===== config.mk =====
export PLATFORM = sky130hd
export DESIGN_NAME = x86_call_target_scanner_core_flat
export DESIGN_NICKNAME = d
export VERILOG_FILES = /design/src/hw/rtl/xcts_pkg.sv /design/src/hw/rtl/xcts_in_if.sv /design/src/hw/rtl/xcts_out_if.sv /design/src/hw/rtl/xcts_decode.sv /design/src/hw/rtl/xcts_dedupe.sv /design/src/hw/rtl/x86_call_target_scanner_core.sv /design/src/flat_wrapper.sv
export SDC_FILE = /design/constraint.sdc
export NUM_CORES = 2
export LEC_CHECK = 0
export BUFFER_PORTS_ARGS = -buffer_cell sky130_fd_sc_hd__buf_2
export CAP_MARGIN = 20
export CORE_MARGIN = 4
export CORE_UTILIZATION = 60
export DETAILED_ROUTE_END_ITERATION = 10
export PLACE_DENSITY = 0.75
export SLEW_MARGIN = 5
export SYNTH_ARGS = -nofsm -noshare
export SYNTH_HDL_FRONTEND = slang
export SYNTH_HIERARCHICAL = 1
export SYNTH_SLANG_ARGS = --single-unit

===== constraint.sdc =====
create_clock -name clk -period 7.4 [get_ports clk]
set_input_delay 2.22 -clock clk [delete_from_list [all_inputs] [get_ports clk]]
set_output_delay 2.22 -clock clk [all_outputs]
set_load 0.05 [all_outputs]

===== src/hw/rtl/xcts_pkg.sv =====
// Shared types, constants and decode helpers of the call target scanner.
package xcts_pkg;

	typedef enum logic [2:0] {
		PH_START,
		PH_PREFIX,
		PH_MODRM,
		PH_SKIP,
		PH_CALL
	} phase_t;

	typedef enum logic [2:0] {
		ST_IDLE,
		ST_CALC,
		ST_CHECK,
		ST_SCAN,
		ST_EMIT
	} ctl_state_t;

	typedef struct packed {
		logic [11:0] off;
		phase_t      phase;
		logic [3:0]  skip;
		logic [7:0]  pend;
		logic [11:0] call_off;
		logic [31:0] disp;
	} dec_state_t;

	typedef struct packed {
		logic        call_start;
		logic        call_done;
		logic        done;
	} dec_flags_t;

	localparam logic [2:0] CFG_WINDOW_BASE   = 3'd0;
	localparam logic [2:0] CFG_WINDOW_LENGTH = 3'd1;
	localparam logic [2:0] CFG_CODE_LOW      = 3'd2;
	localparam logic [2:0] CFG_CODE_HIGH     = 3'd3;
	localparam logic [2:0] CFG_EXCLUDE_LOW   = 3'd4;
	localparam logic [2:0] CFG_EXCLUDE_HIGH  = 3'd5;
	localparam logic [2:0] CFG_MAX_TARGETS   = 3'd6;

	localparam logic [7:0]  OP_CALL    = 8'hE8;
	localparam logic [7:0]  MOD_MASK   = 8'hC0;
	localparam logic [11:0] OFF_SAT    = 12'd4095;

	localparam logic [31:0] RST_WINDOW_BASE   = 32'h0000_0000;
	localparam logic [11:0] RST_WINDOW_LENGTH = 12'd600;
	localparam logic [31:0] RST_CODE_LOW      = 32'h0040_1000;
	localparam logic [31:0] RST_CODE_HIGH     = 32'h009D_E3B3;
	localparam logic [31:0] RST_EXCLUDE_LOW   = 32'h0084_C000;
	localparam logic [31:0] RST_EXCLUDE_HIGH  = 32'h0086_1000;
	localparam logic [4:0]  RST_MAX_TARGETS   = 5'd16;

	function automatic logic is_prefix(input logic [7:0] b);
		return b == 8'hF0 || b == 8'hF2 || b == 8'hF3 || b == 8'h2E || b == 8'h36 ||
			b == 8'h3E || b == 8'h26 || b == 8'h64 || b == 8'h65 || b == 8'h66 ||
			b == 8'h67;
	endfunction

	// total length of a fixed-length opcode, 0 when a ModRM byte follows
	function automatic logic [2:0] fixed_length(input logic [7:0] op);
		if ((op >= 8'h50 && op <= 8'h5F) || (op >= 8'h90 && op <= 8'h99) ||
			(op >= 8'h9C && op <= 8'h9F) || (op >= 8'hAA && op <= 8'hAF) ||
			op == 8'hCC || op == 8'hCE || op == 8'hCF || op == 8'hC3 ||
			op == 8'hC9 || (op >= 8'hEB && op <= 8'hEF) || op == 8'hF4 ||
			op == 8'hF5 || (op >= 8'hF8 && op <= 8'hFD))
			return 3'd1;
		if ((op >= 8'hB0 && op <= 8'hB7) || (op >= 8'hE4 && op <= 8'hE7) ||
			op == 8'h6A || op == 8'h0F || (op >= 8'hD0 && op <= 8'hD3))
			return 3'd2;
		if ((op >= 8'hB8 && op <= 8'hBF) || op == 8'hE8 || op == 8'hE9 ||
			op == 8'h68 || (op >= 8'hA0 && op <= 8'hA3))
			return 3'd5;
		return 3'd0;
	endfunction

	// bytes that follow the ModRM byte
	function automatic logic [3:0] after_modrm(input logic [7:0] op, input logic [7:0] m);
		logic [7:0] md;
		logic [2:0] rm;
		logic       grp;
		logic [3:0] extra;
		md    = m & MOD_MASK;
		rm    = m[2:0];
		grp   = op == 8'hC0 || op == 8'hC1 || op == 8'hC6 || op == 8'hC7;
		extra = 4'd0;
		if (md == 8'h40)
			extra = 4'd1;
		else if (md == 8'h80)
			extra = 4'd4;
		else if (md == 8'h00) begin
			if (rm == 3'd5)
				extra = 4'd4;
			else if (rm == 3'd4 && !grp)
				extra = 4'd1;
		end
		if (grp)
			extra = extra + ((op == 8'hC7) ? 4'd4 : 4'd1);
		return extra;
	endfunction

endpackage


===== src/hw/rtl/xcts_in_if.sv =====
// Input channel: one code byte per beat.
interface xcts_in_if;
	logic       valid;
	logic       ready;
	logic [7:0] code_byte;
	logic       first_byte;

	modport source (output valid, output code_byte, output first_byte, input ready);
	modport sink (input valid, input code_byte, input first_byte, output ready);
endinterface


===== src/hw/rtl/xcts_out_if.sv =====
// Output channel: one target or window-done result per beat.
interface xcts_out_if;
	logic        valid;
	logic        ready;
	logic        result_kind;
	logic [31:0] target_address;
	logic [4:0]  target_count;

	modport source (output valid, output result_kind, output target_address,
		output target_count, input ready);
	modport sink (input valid, input result_kind, input target_address,
		input target_count, output ready);
endinterface


===== src/hw/rtl/xcts_decode.sv =====
// Length decoder step: next decode state for one code byte.
module xcts_decode import xcts_pkg::*; (
	input  dec_state_t  cur,
	input  logic [7:0]  code_byte,
	input  logic        first_byte,
	input  logic [11:0] win_len,
	input  logic        raw_ok,
	output dec_state_t  nxt,
	output dec_flags_t  flags
);

	dec_state_t  s;
	logic [12:0] off_p5;
	logic [2:0]  flen;
	logic [3:0]  mlen;
	logic [3:0]  skip_dec;

	always_comb begin
		s = first_byte ? dec_state_t'{off: 12'd0, phase: PH_START, skip: 4'd0, pend: 8'd0,
			call_off: 12'd0, disp: 32'd0} : cur;
		nxt      = s;
		flags    = '0;
		off_p5   = {1'b0, s.off} + 13'd5;
		flen     = fixed_length(code_byte);
		mlen     = after_modrm(s.pend, code_byte);
		skip_dec = (s.skip != 4'd0) ? s.skip - 4'd1 : 4'd0;
		if (s.off < win_len) begin
			case (s.phase)
				PH_START: begin
					if (off_p5 < {1'b0, win_len} && raw_ok) begin
						if (code_byte == OP_CALL) begin
							flags.call_start = 1'b1;
							nxt.call_off = s.off;
							nxt.disp     = 32'd0;
							nxt.skip     = 4'd4;
							nxt.phase    = PH_CALL;
						end else if (is_prefix(code_byte)) begin
							nxt.phase = PH_PREFIX;
						end else if (flen != 3'd0) begin
							nxt.skip  = {1'b0, flen - 3'd1};
							nxt.phase = (flen == 3'd1) ? PH_START : PH_SKIP;
						end else begin
							nxt.pend  = code_byte;
							nxt.phase = PH_MODRM;
						end
					end
				end
				PH_PREFIX: begin
					if (!is_prefix(code_byte)) begin
						if (flen != 3'd0) begin
							nxt.skip  = {1'b0, flen - 3'd1};
							nxt.phase = (flen == 3'd1) ? PH_START : PH_SKIP;
						end else begin
							nxt.pend  = code_byte;
							nxt.phase = PH_MODRM;
						end
					end
				end
				PH_MODRM: begin
					nxt.skip  = mlen;
					nxt.phase = (mlen == 4'd0) ? PH_START : PH_SKIP;
				end
				PH_SKIP: begin
					nxt.skip = skip_dec;
					if (skip_dec == 4'd0)
						nxt.phase = PH_START;
				end
				PH_CALL: begin
					nxt.disp = {code_byte, s.disp[31:8]};
					nxt.skip = skip_dec;
					if (skip_dec == 4'd0) begin
						nxt.phase       = PH_START;
						flags.call_done = 1'b1;
					end
				end
				default: nxt.phase = PH_START;
			endcase
			flags.done = (s.off + 12'd1) == win_len;
		end
		nxt.off = (s.off < OFF_SAT) ? s.off + 12'd1 : s.off;
	end

endmodule


===== src/hw/rtl/xcts_dedupe.sv =====
// Target store with a single comparator that walks the held entries.
module xcts_dedupe import xcts_pkg::*; #(
	parameter int MAX_FOUND = 16
) (
	input  logic                                        clk,
	input  logic                                        arst_n,
	input  logic                                        start,
	input  logic [31:0]                                 target,
	input  logic [$clog2(MAX_FOUND+1)-1:0]              count,
	input  logic                                        wr_en,
	output logic                                        fin,
	output logic                                        hit
);

	localparam int CNTW = $clog2(MAX_FOUND + 1);
	localparam int IDXW = (MAX_FOUND > 1) ? $clog2(MAX_FOUND) : 1;

	logic [31:0]     mem [MAX_FOUND];
	logic [31:0]     rd_q;
	logic [IDXW-1:0] rd_addr;
	logic [CNTW-1:0] k_q;
	logic [CNTW-1:0] k_nxt;
	logic            active_q;
	logic            fin_q;
	logic            hit_q;
	logic            match;
	logic            last;

	assign k_nxt   = k_q + CNTW'(1);
	assign match   = rd_q == target;
	assign last    = k_nxt == count;
	assign rd_addr = start ? IDXW'(0) : IDXW'(k_nxt);

	always_ff @(posedge clk) begin
		rd_q <= mem[rd_addr];
		if (wr_en)
			mem[IDXW'(count)] <= target;
	end

	always_ff @(posedge clk or negedge arst_n) begin
		if (!arst_n) begin
			active_q <= 1'b0;
			fin_q    <= 1'b0;
			hit_q    <= 1'b0;
			k_q      <= '0;
		end else begin
			fin_q <= 1'b0;
			if (start) begin
				k_q <= '0;
				if (count == '0) begin
					fin_q <= 1'b1;
					hit_q <= 1'b0;
				end else begin
					active_q <= 1'b1;
				end
			end else if (active_q) begin
				// entry k is in rd_q, entry k+1 is being read
				if (match || last) begin
					active_q <= 1'b0;
					fin_q    <= 1'b1;
					hit_q    <= match;
				end else begin
					k_q <= k_nxt;
				end
			end
		end
	end

	assign fin = fin_q;
	assign hit = hit_q;

endmodule


===== src/hw/rtl/x86_call_target_scanner_core.sv =====
// Top level of the x86 call target scanner.
// Takes one code byte per input beat and runs a simplified x86 length decoder over the
// window; an unprefixed E8 call yields target = window_base + offset + 5 + rel32. Each
// byte beat yields at most one result. A byte that completes a call goes through target
// add and range check; a target in range starts the store, is walked past the targets
// already held through a single 32-bit comparator over the dedupe store and, if new or
// at window end, loads the output register; a byte that only ends the window loads it.
// Input ready is high only while the sequencer is idle. The output register lets the next
// byte enter while an earlier result is still unread. Configuration is written through
// cfg_we/cfg_index/cfg_data; write it only while idle, the block does not enforce this.
module x86_call_target_scanner_core import xcts_pkg::*; #(
	parameter int MAX_RAW_CALLS = 48,
	parameter int MAX_FOUND     = 16
) (
	input  logic        clk,
	input  logic        arst_n,
	xcts_in_if.sink     in_ch,
	xcts_out_if.source  out_ch,
	input  logic        cfg_we,
	input  logic [2:0]  cfg_index,
	input  logic [31:0] cfg_data
);

	localparam int CNTW = $clog2(MAX_FOUND + 1);
	localparam int RAWW = $clog2(MAX_RAW_CALLS + 1);

	// configuration
	logic [31:0] window_base_q, code_low_q, code_high_q, exclude_low_q, exclude_high_q;
	logic [11:0] window_length_q;
	logic [4:0]  max_targets_q;

	// decode and window state
	dec_state_t      dec_q, dec_nxt;
	dec_flags_t      flags;
	logic [RAWW-1:0] raw_q;
	logic [CNTW-1:0] count_q;
	logic            raw_ok;
	logic            done_q;
	logic [31:0]     t_q;

	// sequencer
	ctl_state_t state_q, state_nxt;
	logic       in_beat, out_free;
	logic       check_ok, start_scan, store_wr;
	logic       fin, hit;
	logic [5:0] limit;

	// output register
	logic        out_valid_q;
	logic        out_kind_q;
	logic [31:0] out_addr_q;
	logic [4:0]  out_cnt_q;

	assign in_beat  = in_ch.valid && in_ch.ready;
	assign out_free = !out_valid_q || out_ch.ready;
	assign raw_ok   = in_ch.first_byte || (raw_q < RAWW'(MAX_RAW_CALLS));

	always_ff @(posedge clk or negedge arst_n) begin
		if (!arst_n) begin
			window_base_q   <= RST_WINDOW_BASE;
			window_length_q <= RST_WINDOW_LENGTH;
			code_low_q      <= RST_CODE_LOW;
			code_high_q     <= RST_CODE_HIGH;
			exclude_low_q   <= RST_EXCLUDE_LOW;
			exclude_high_q  <= RST_EXCLUDE_HIGH;
			max_targets_q   <= RST_MAX_TARGETS;
		end else if (cfg_we) begin
			case (cfg_index)
				CFG_WINDOW_BASE:   window_base_q   <= cfg_data;
				CFG_WINDOW_LENGTH: window_length_q <= cfg_data[11:0];
				CFG_CODE_LOW:      code_low_q      <= cfg_data;
				CFG_CODE_HIGH:     code_high_q     <= cfg_data;
				CFG_EXCLUDE_LOW:   exclude_low_q   <= cfg_data;
				CFG_EXCLUDE_HIGH:  exclude_high_q  <= cfg_data;
				CFG_MAX_TARGETS:   max_targets_q   <= cfg_data[4:0];
				default: ;
			endcase
		end
	end

	xcts_decode u_decode (
		.cur        (dec_q),
		.code_byte  (in_ch.code_byte),
		.first_byte (in_ch.first_byte),
		.win_len    (window_length_q),
		.raw_ok     (raw_ok),
		.nxt        (dec_nxt),
		.flags      (flags)
	);

	// target limit is min(max_targets, MAX_FOUND)
	assign limit = ({1'b0, max_targets_q} < 6'(MAX_FOUND)) ? {1'b0, max_targets_q}
		: 6'(MAX_FOUND);
	assign check_ok = (6'(count_q) < limit) && (t_q >= code_low_q) && (t_q <= code_high_q)
		&& !((t_q >= exclude_low_q) && (t_q <= exclude_high_q));
	assign start_scan = (state_q == ST_CHECK) && check_ok;
	assign store_wr   = (state_q == ST_SCAN) && fin && !hit;

	xcts_dedupe #(.MAX_FOUND(MAX_FOUND)) u_dedupe (
		.clk    (clk),
		.arst_n (arst_n),
		.start  (start_scan),
		.target (t_q),
		.count  (count_q),
		.wr_en  (store_wr),
		.fin    (fin),
		.hit    (hit)
	);

	// next state
	always_comb begin
		state_nxt = state_q;
		case (state_q)
			ST_IDLE: begin
				if (in_beat) begin
					if (flags.call_done)
						state_nxt = ST_CALC;
					else if (flags.done)
						state_nxt = ST_EMIT;
				end
			end
			ST_CALC: state_nxt = ST_CHECK;
			ST_CHECK: begin
				if (check_ok)
					state_nxt = ST_SCAN;
				else if (done_q)
					state_nxt = ST_EMIT;
				else
					state_nxt = ST_IDLE;
			end
			ST_SCAN: begin
				if (fin) begin
					if (!hit || done_q)
						state_nxt = ST_EMIT;
					else
						state_nxt = ST_IDLE;
				end
			end
			ST_EMIT: begin
				if (out_free)
					state_nxt = ST_IDLE;
			end
			default: state_nxt = ST_IDLE;
		endcase
	end

	// outputs
	always_comb begin
		in_ch.ready = 1'b0;
		case (state_q)
			ST_IDLE: in_ch.ready = 1'b1;
			default: in_ch.ready = 1'b0;
		endcase
	end

	always_ff @(posedge clk or negedge arst_n) begin
		if (!arst_n) begin
			state_q     <= ST_IDLE;
			dec_q       <= '{off: 12'd0, phase: PH_START, skip: 4'd0, pend: 8'd0,
				call_off: 12'd0, disp: 32'd0};
			raw_q       <= '0;
			count_q     <= '0;
			done_q      <= 1'b0;
			out_valid_q <= 1'b0;
		end else begin
			state_q <= state_nxt;
			if (in_beat) begin
				dec_q  <= dec_nxt;
				done_q <= flags.done;
				if (in_ch.first_byte) begin
					raw_q   <= RAWW'(flags.call_start);
					count_q <= '0;
				end else if (flags.call_start) begin
					raw_q <= raw_q + RAWW'(1);
				end
			end
			if (store_wr)
				count_q <= count_q + CNTW'(1);
			if (out_ch.ready)
				out_valid_q <= 1'b0;
			if (state_q == ST_EMIT && out_free)
				out_valid_q <= 1'b1;
		end
	end

	// payload registers
	always_ff @(posedge clk) begin
		if (state_q == ST_CALC)
			t_q <= window_base_q + {20'd0, dec_q.call_off} + 32'd5 + dec_q.disp;
		if (state_q == ST_EMIT && out_free) begin
			out_kind_q <= done_q;
			out_addr_q <= done_q ? 32'd0 : t_q;
			out_cnt_q  <= 5'(count_q);
		end
	end

	assign out_ch.valid          = out_valid_q;
	assign out_ch.result_kind    = out_kind_q;
	assign out_ch.target_address = out_addr_q;
	assign out_ch.target_count   = out_cnt_q;

endmodule


===== src/flat_wrapper.sv =====
// flat-port wrapper written by rule: the top's interface ports become plain ports
module x86_call_target_scanner_core_flat import xcts_pkg::*;
#(
	parameter int MAX_RAW_CALLS = 48,
	parameter int MAX_FOUND     = 16
)
  (clk, arst_n, cfg_we, cfg_index, cfg_data, in_ch_valid, in_ch_code_byte, in_ch_first_byte, in_ch_ready, out_ch_valid, out_ch_result_kind, out_ch_target_address, out_ch_target_count, out_ch_ready);
  xcts_in_if in_ch_i ();
  xcts_out_if out_ch_i ();
  input  logic clk;
  input  logic arst_n;
  input  logic cfg_we;
  input  logic [2:0] cfg_index;
  input  logic [31:0] cfg_data;
  input wire logic [$bits(in_ch_i.valid)-1:0] in_ch_valid;
  input wire logic [$bits(in_ch_i.code_byte)-1:0] in_ch_code_byte;
  input wire logic [$bits(in_ch_i.first_byte)-1:0] in_ch_first_byte;
  output wire logic [$bits(in_ch_i.ready)-1:0] in_ch_ready;
  output wire logic [$bits(out_ch_i.valid)-1:0] out_ch_valid;
  output wire logic [$bits(out_ch_i.result_kind)-1:0] out_ch_result_kind;
  output wire logic [$bits(out_ch_i.target_address)-1:0] out_ch_target_address;
  output wire logic [$bits(out_ch_i.target_count)-1:0] out_ch_target_count;
  input wire logic [$bits(out_ch_i.ready)-1:0] out_ch_ready;
  assign in_ch_i.valid = in_ch_valid;
  assign in_ch_i.code_byte = in_ch_code_byte;
  assign in_ch_i.first_byte = in_ch_first_byte;
  assign in_ch_ready = in_ch_i.ready;
  assign out_ch_valid = out_ch_i.valid;
  assign out_ch_result_kind = out_ch_i.result_kind;
  assign out_ch_target_address = out_ch_i.target_address;
  assign out_ch_target_count = out_ch_i.target_count;
  assign out_ch_i.ready = out_ch_ready;
  x86_call_target_scanner_core #(.MAX_RAW_CALLS(MAX_RAW_CALLS), .MAX_FOUND(MAX_FOUND)) u_core (.clk(clk), .arst_n(arst_n), .in_ch(in_ch_i), .out_ch(out_ch_i), .cfg_we(cfg_we), .cfg_index(cfg_index), .cfg_data(cfg_data));
endmodule

After elaboration in Yosys (flattened, before gate mapping)
Memory sizes are Yosys's and may differ from the RTL's. A register that Yosys moved wholly into a read port is not among the register bits.
Cells that the tools add are included.

word-level totals
  word-level logic and storage cells = 300
  register bits = 342
  bits in writable memories = 512
  input bits = 49
  memories kept = 1
  output and inout bits = 40

operators by class
  order comparisons = 32
  muxes and demuxes = 83
  add/subtract/negate cells = 11
  equality and inequality tests = 56
  reduce and logical (&&, ||, !) cells = 91

memory list
  name                 words  bits a word  read ports  clocked after memory_dff  write ports  line               text
  u_core.u_dedupe.mem  16     32           1           1                         1            xcts_dedupe.sv:18  logic [31:0] mem [MAX_FOUND];

operators by type and width
  kind                                                             number
  8-bit == test, second input constant                             16
  59-bit two-way mux                                               2
  8-bit >= comparator, second input constant                       10
  8-bit <= comparator, second input constant                       10
  71-bit two-way mux                                               1
  32-bit >= comparator                                             2
  32-bit <= comparator                                             2
  32-bit one-hot mux with 2 select lines                           1
  3-bit two-way mux                                                21
  8-bit by 7-bit == test with 1-bit output, second input constant  6
  44-bit two-way mux                                               1
  1-bit logical OR                                                 37
  12-bit two-way mux                                               3
  5-bit two-way mux                                                7
  32-bit by 12-bit adder with 32-bit output                        1
  32-bit by 3-bit adder with 32-bit output, second input constant  1
  32-bit adder                                                     1
  32-bit == test                                                   1
  8-bit by 6-bit == test with 1-bit output, second input constant  4
  1-bit two-way mux                                                29
  1-bit logical AND                                                22
  3-bit == test, second input constant                             7
  2-bit AND reduction                                              10
  3-bit by 2-bit == test with 1-bit output, second input constant  6
  45 further kinds                                                 72

Logic depth before layout (Yosys ltp)
  depth after elaboration = 29
  gate-level depth with buffers = 20

By module
The synthesis kept the hierarchy.

modules (own cells, without submodules)
  module                        area each (um^2)  cells each  times used
  xcts_dedupe                   21694.6           1292        1
  x86_call_target_scanner_core  18068.6           1686        1
  xcts_decode                   3014.1            459         1

Worst setup path after synthesis
Ideal clock, no wire load.

  path type = in2reg
  start = input in_ch_first_byte
  end = register u_core.raw_q[5]
  buffers on the path = 7
  stages = 19
  data required time = 7.323 ns
  arrival time = 5.915 ns
  path slack = 1.407 ns
  path through = buf_4 buf_2 clkbuf_1 clkbuf_1 buf_2 buf_1 nor2_1 ha_1 a211o_1 o211ai_1 a21oi_1 or3_4 nor4_4 buf_6 o21ai_0 nor2_1 nand3_1 xor2_1 a21oi_1

RTL lines
  item                  line                                 text
  start, declared       flat_wrapper.sv:17                   input wire logic [$bits(in_ch_i.first_byte)-1:0] in_ch_first_byte;
  end signal, assigned  x86_call_target_scanner_core.sv:171  raw_q <= RAWW'(flags.call_start);
  end signal, assigned  x86_call_target_scanner_core.sv:174  raw_q <= raw_q + RAWW'(1);
  end, declared         x86_call_target_scanner_core.sv:35   logic [RAWW-1:0] raw_q;

==> run_results.csv <==
group,metric,value,unit
run_status,outcome,"finished, final reports clean",
yosys,avgSynthCellArea,12.4,um^2
clocking,post_cts_buffers,0,
min_path,hold_class,"flop to flop",
routing,viasPerCell,6.21,
layout,final_cells,4532,
sta,post-route-period-util,78.3,%
die,dieHeight,275,um
placement,hpwl,64400,um
sta,drv_slew,0,
clocking,insertion_delay,640,ps
yosys,ys_seq_area_share,58.4,%
placement,numPortBuffers,88,
layout,fin_nets,3818,
worst_setup_path,r2r_cells,16,
worst_setup_path,reg2reg_from,"u_core/t_q[28]",
yosys,async_flop_share,30.7,%
worst_setup_path,startpoint_type,"input pin",
placement,globalplace.congestion,0.880,
sta,worst_clock_skew,21.0,ps
grt,antenna_found_initial,2,
placement,place_inst,4360,
yosys,ys.flop_type,"edfxtp_1",
pwr,internal_power,8.80,mW
die,die_w,275,um
sta,worst_pin_slew,1060,ps
sta,setup_viol,0,
clocking,cts_tree,"yes",
clocking,clockBufferDepth,3,
min_path,hp-start,"u_core/dec_q[44]",
pwr,vdd_drop_max,0.168,mV
routing,ant_nets,0,
routing,drt_first_pass_iters,6,
yosys,syn_area,42800,um^2
die,io_pins,89,
pwr,combPwrFrac,10.6,%
worst_setup_path,endpoint_kind,"flop",
yosys,synth.ff_latch_count,886,
clocking,cts_num_sinks,886,
grt,grt_pass1_wl,162000,um
clocking,ctsResizeCount,0,
worst_setup_path,required,7950,ps
pwr,pwr-share-seq,48.8,%
yosys,yosysTopAreaCell,"edfxtp_1",
min_path,hold-path-cell-count,2,
worst_setup_path,r2r-end,"u_core/u_dedupe/rd_q[26]",
die,dieArea,75600,um^2
yosys,yosysWarningCount,6,
routing,drc,0,
clocking,cts-root-buf,"clkbuf_16",
clocking,h-tree-depth,3,
yosys,yosysUniqueCellTypes,104,
grt,grt_max_degree,169,
yosys,synth_edf_count,582,
yosys,yosys-top-cells-area,"edfxtp_1, dfrtp_1, ha_1",
grt,grt_pass1_vias,28200,
clocking,numCtsBuffers,90,
pwr,leakagePower,19.1,nW
yosys,synthDominantCellAreaShare,40.9,%
sta,max_slew_margin,29.1,%
pwr,p_sw,2.76,mW
worst_setup_path,arrival,6350,ps
sta,rsz0062_at_grt,"false",
pwr,p_sw_share,23.9,%
layout,drive_above_1_share,15.2,%
sta,tns,0,ps
clocking,clkTransAtPathRegs,60,ps
pwr,p_per_area,244,nW/um^2
routing,wire_per_inst,23.3,um
grt,overflow,0,
worst_setup_path,timing.reg2reg.setup_slack,1630,ps
routing,wl,105000,um
sta,fmaxAchievable,0.172,GHz
worst_setup_path,crit_type,"input pin to flop",
worst_setup_path,cp_max_fo,66,
min_path,whs_endpoint,"u_core/dec_q[44]",
yosys,syn_inst,3437,
die,rows,97,
routing,drtIter0Drc,2253,
die,start_util,60.8,%
die,core,70400,um^2
routing,dr_total_vias,28100,
pwr,clock_power_share,40.6,%
yosys,synth.net_count,3741,
layout,area_delta_synth_final,10.8,%
sta,min_period,5800,ps
sta,hold_viol_final,0,
grt,grt_use_total,27.9,%
clocking,cts_hold_buffers,0,
job,maxCapViolations,0,
## critical path: stages
cell,delay [ps]
buf_2,440
buf_4,640
inv_1,220
nand2_1,170
inv_1,80
ha_1,270
o21ai_0,210
a221oi_2,140
o32ai_4,510
o211a_1,930
a22oi_1,160
nor2_1,150
nand2_1,60
o21ai_0,100
## synth_stat cells (all sizes together), types with 10 or more instances
cell	count
mux4	32
nand2	516
a21o	31
a211oi	107
inv	167
o21ai	129
fa	12
dfrtp	242
o21a	10
nand4	39
nand3	25
and3	12
or2	11
mux2	122
nor3	29
ha	243
o31ai	15
dfstp	30
nor2	113
nor4	19
xor2	57
nor2b	127
mux2i	133
nand2b	20
a311oi	34
edfxtp	582
xnor2	43
buf	71
a22oi	35
a31oi	49
dfxtp	32
clkbuf	90
a21oi	130
## how the worst max path moves through the flow
stage | from | endpoint | slack [ps] | cells after the start
after floorplan | in_ch_first_byte | u_core/raw_q[5] | 1410 | 19
after global placement | in_ch_first_byte | u_core/dec_q[2] | 1200 | 14
after detailed placement | in_ch_first_byte | u_core/dec_q[2] | 1090 | 14
after CTS | u_core/t_q[28] | u_core/u_dedupe/rd_q[25] | 1680 | 14
after global routing | in_ch_first_byte | u_core/dec_q[5] | 1310 | 14
final | in_ch_first_byte | u_core/dec_q[2] | 1600 | 14
## cells by family after synthesis
kind of cell	Yosys count	synth area share (%)
xor+xnor	101	2.10
compound gates	614	9.84
mux	287	8.02
flops	886	58.4
simple gates	966	10.8
buf+inv	328	3.23
fa+ha+maj	255	7.67
## layout by cell type, fill, tap and decap left out, types with 43 or more instances in the layout
cell,netlist,final
edfxtp_1,582,582
nand2_1,516,514
ha_1,243,243
dfrtp_1,242,241
inv_1,167,167
mux2i_1,133,133
a21oi_1,128,128
o21ai_0,126,126
nor2b_1,126,125
mux2_2,115,115
a211oi_1,106,106
clkbuf_16,0,92
nor2_1,109,92
buf_2,50,87
xor2_1,57,57
buf_4,7,52
a31oi_1,48,48
xnor2_1,43,43
## per-layer routing
layer / part of all wire [%] / track usage (%)
met1: 40 / 36.4
met2: 50 / 47.7
met3: 5.8 / 3.45
met4: 4.2 / 11.3
met5: 0.019 / 0
## stage by stage
| stage | utilization [%] | power, mW | hold slack, ps | worst slack (ps) | instance area [um^2] |
|---|---|---|---|---|---|
| floorplan | - | 6.56 | 438 | 1410 | 42800 |
| global placement | 62.9 | 6.86 | 451 | 1200 | 44300 |
| detailed placement | 62.9 | 6.93 | 469 | 1090 | 44300 |
| CTS | 67.3 | 11.6 | 481 | 1680 | 47400 |
| global route | 67.3 | 12.0 | 514 | 1310 | 47400 |
| finish | 67.3 | 11.6 | 479 | 1600 | 47400 |
## flip-flops by register name, summed over array words and instances, names as in the netlist, 3 cells and up
register                      flops
u_core/window_length_q           12
u_core/exclude_high_q            32
u_core/exclude_low_q             32
u_core/max_targets_q              5
u_core/dec_q                     71
u_core/t_q                       32
u_core/u_dedupe/rd_q             32
u_core/out_ch.target_address     32
u_core/u_dedupe/k_q               5
u_core/code_high_q               32
u_core/count_q                    5
u_core/raw_q                      6
u_core/out_ch.target_count        5
u_core/u_dedupe/mem             512
u_core/window_base_q             32
u_core/state_q                    3
u_core/code_low_q                32
## power groups by stage
stage	registers [mW]	clock network, mW	logic, mW
floorplan	5.69	0	0.876
global placement	5.72	0	1.14
detailed placement	5.73	0	1.20
CTS	5.64	4.76	1.22
global route	5.66	4.98	1.37
finish	5.64	4.70	1.22
## area by class of cell
cell class / count / area, um^2
Sequential cell: 886 / 25000
Inverter: 167 / 627
Antenna cell: 2 / 5.00
Timing Repair Buffer: 146 / 952
Multi-Input combinational cell: 2223 / 16600
Fill cell: 4959 / 23000
Tap cell: 940 / 1180
Clock inverter: 50 / 594
Clock buffer: 118 / 2470
Note: power is estimated with default switching activity, not from simulation.
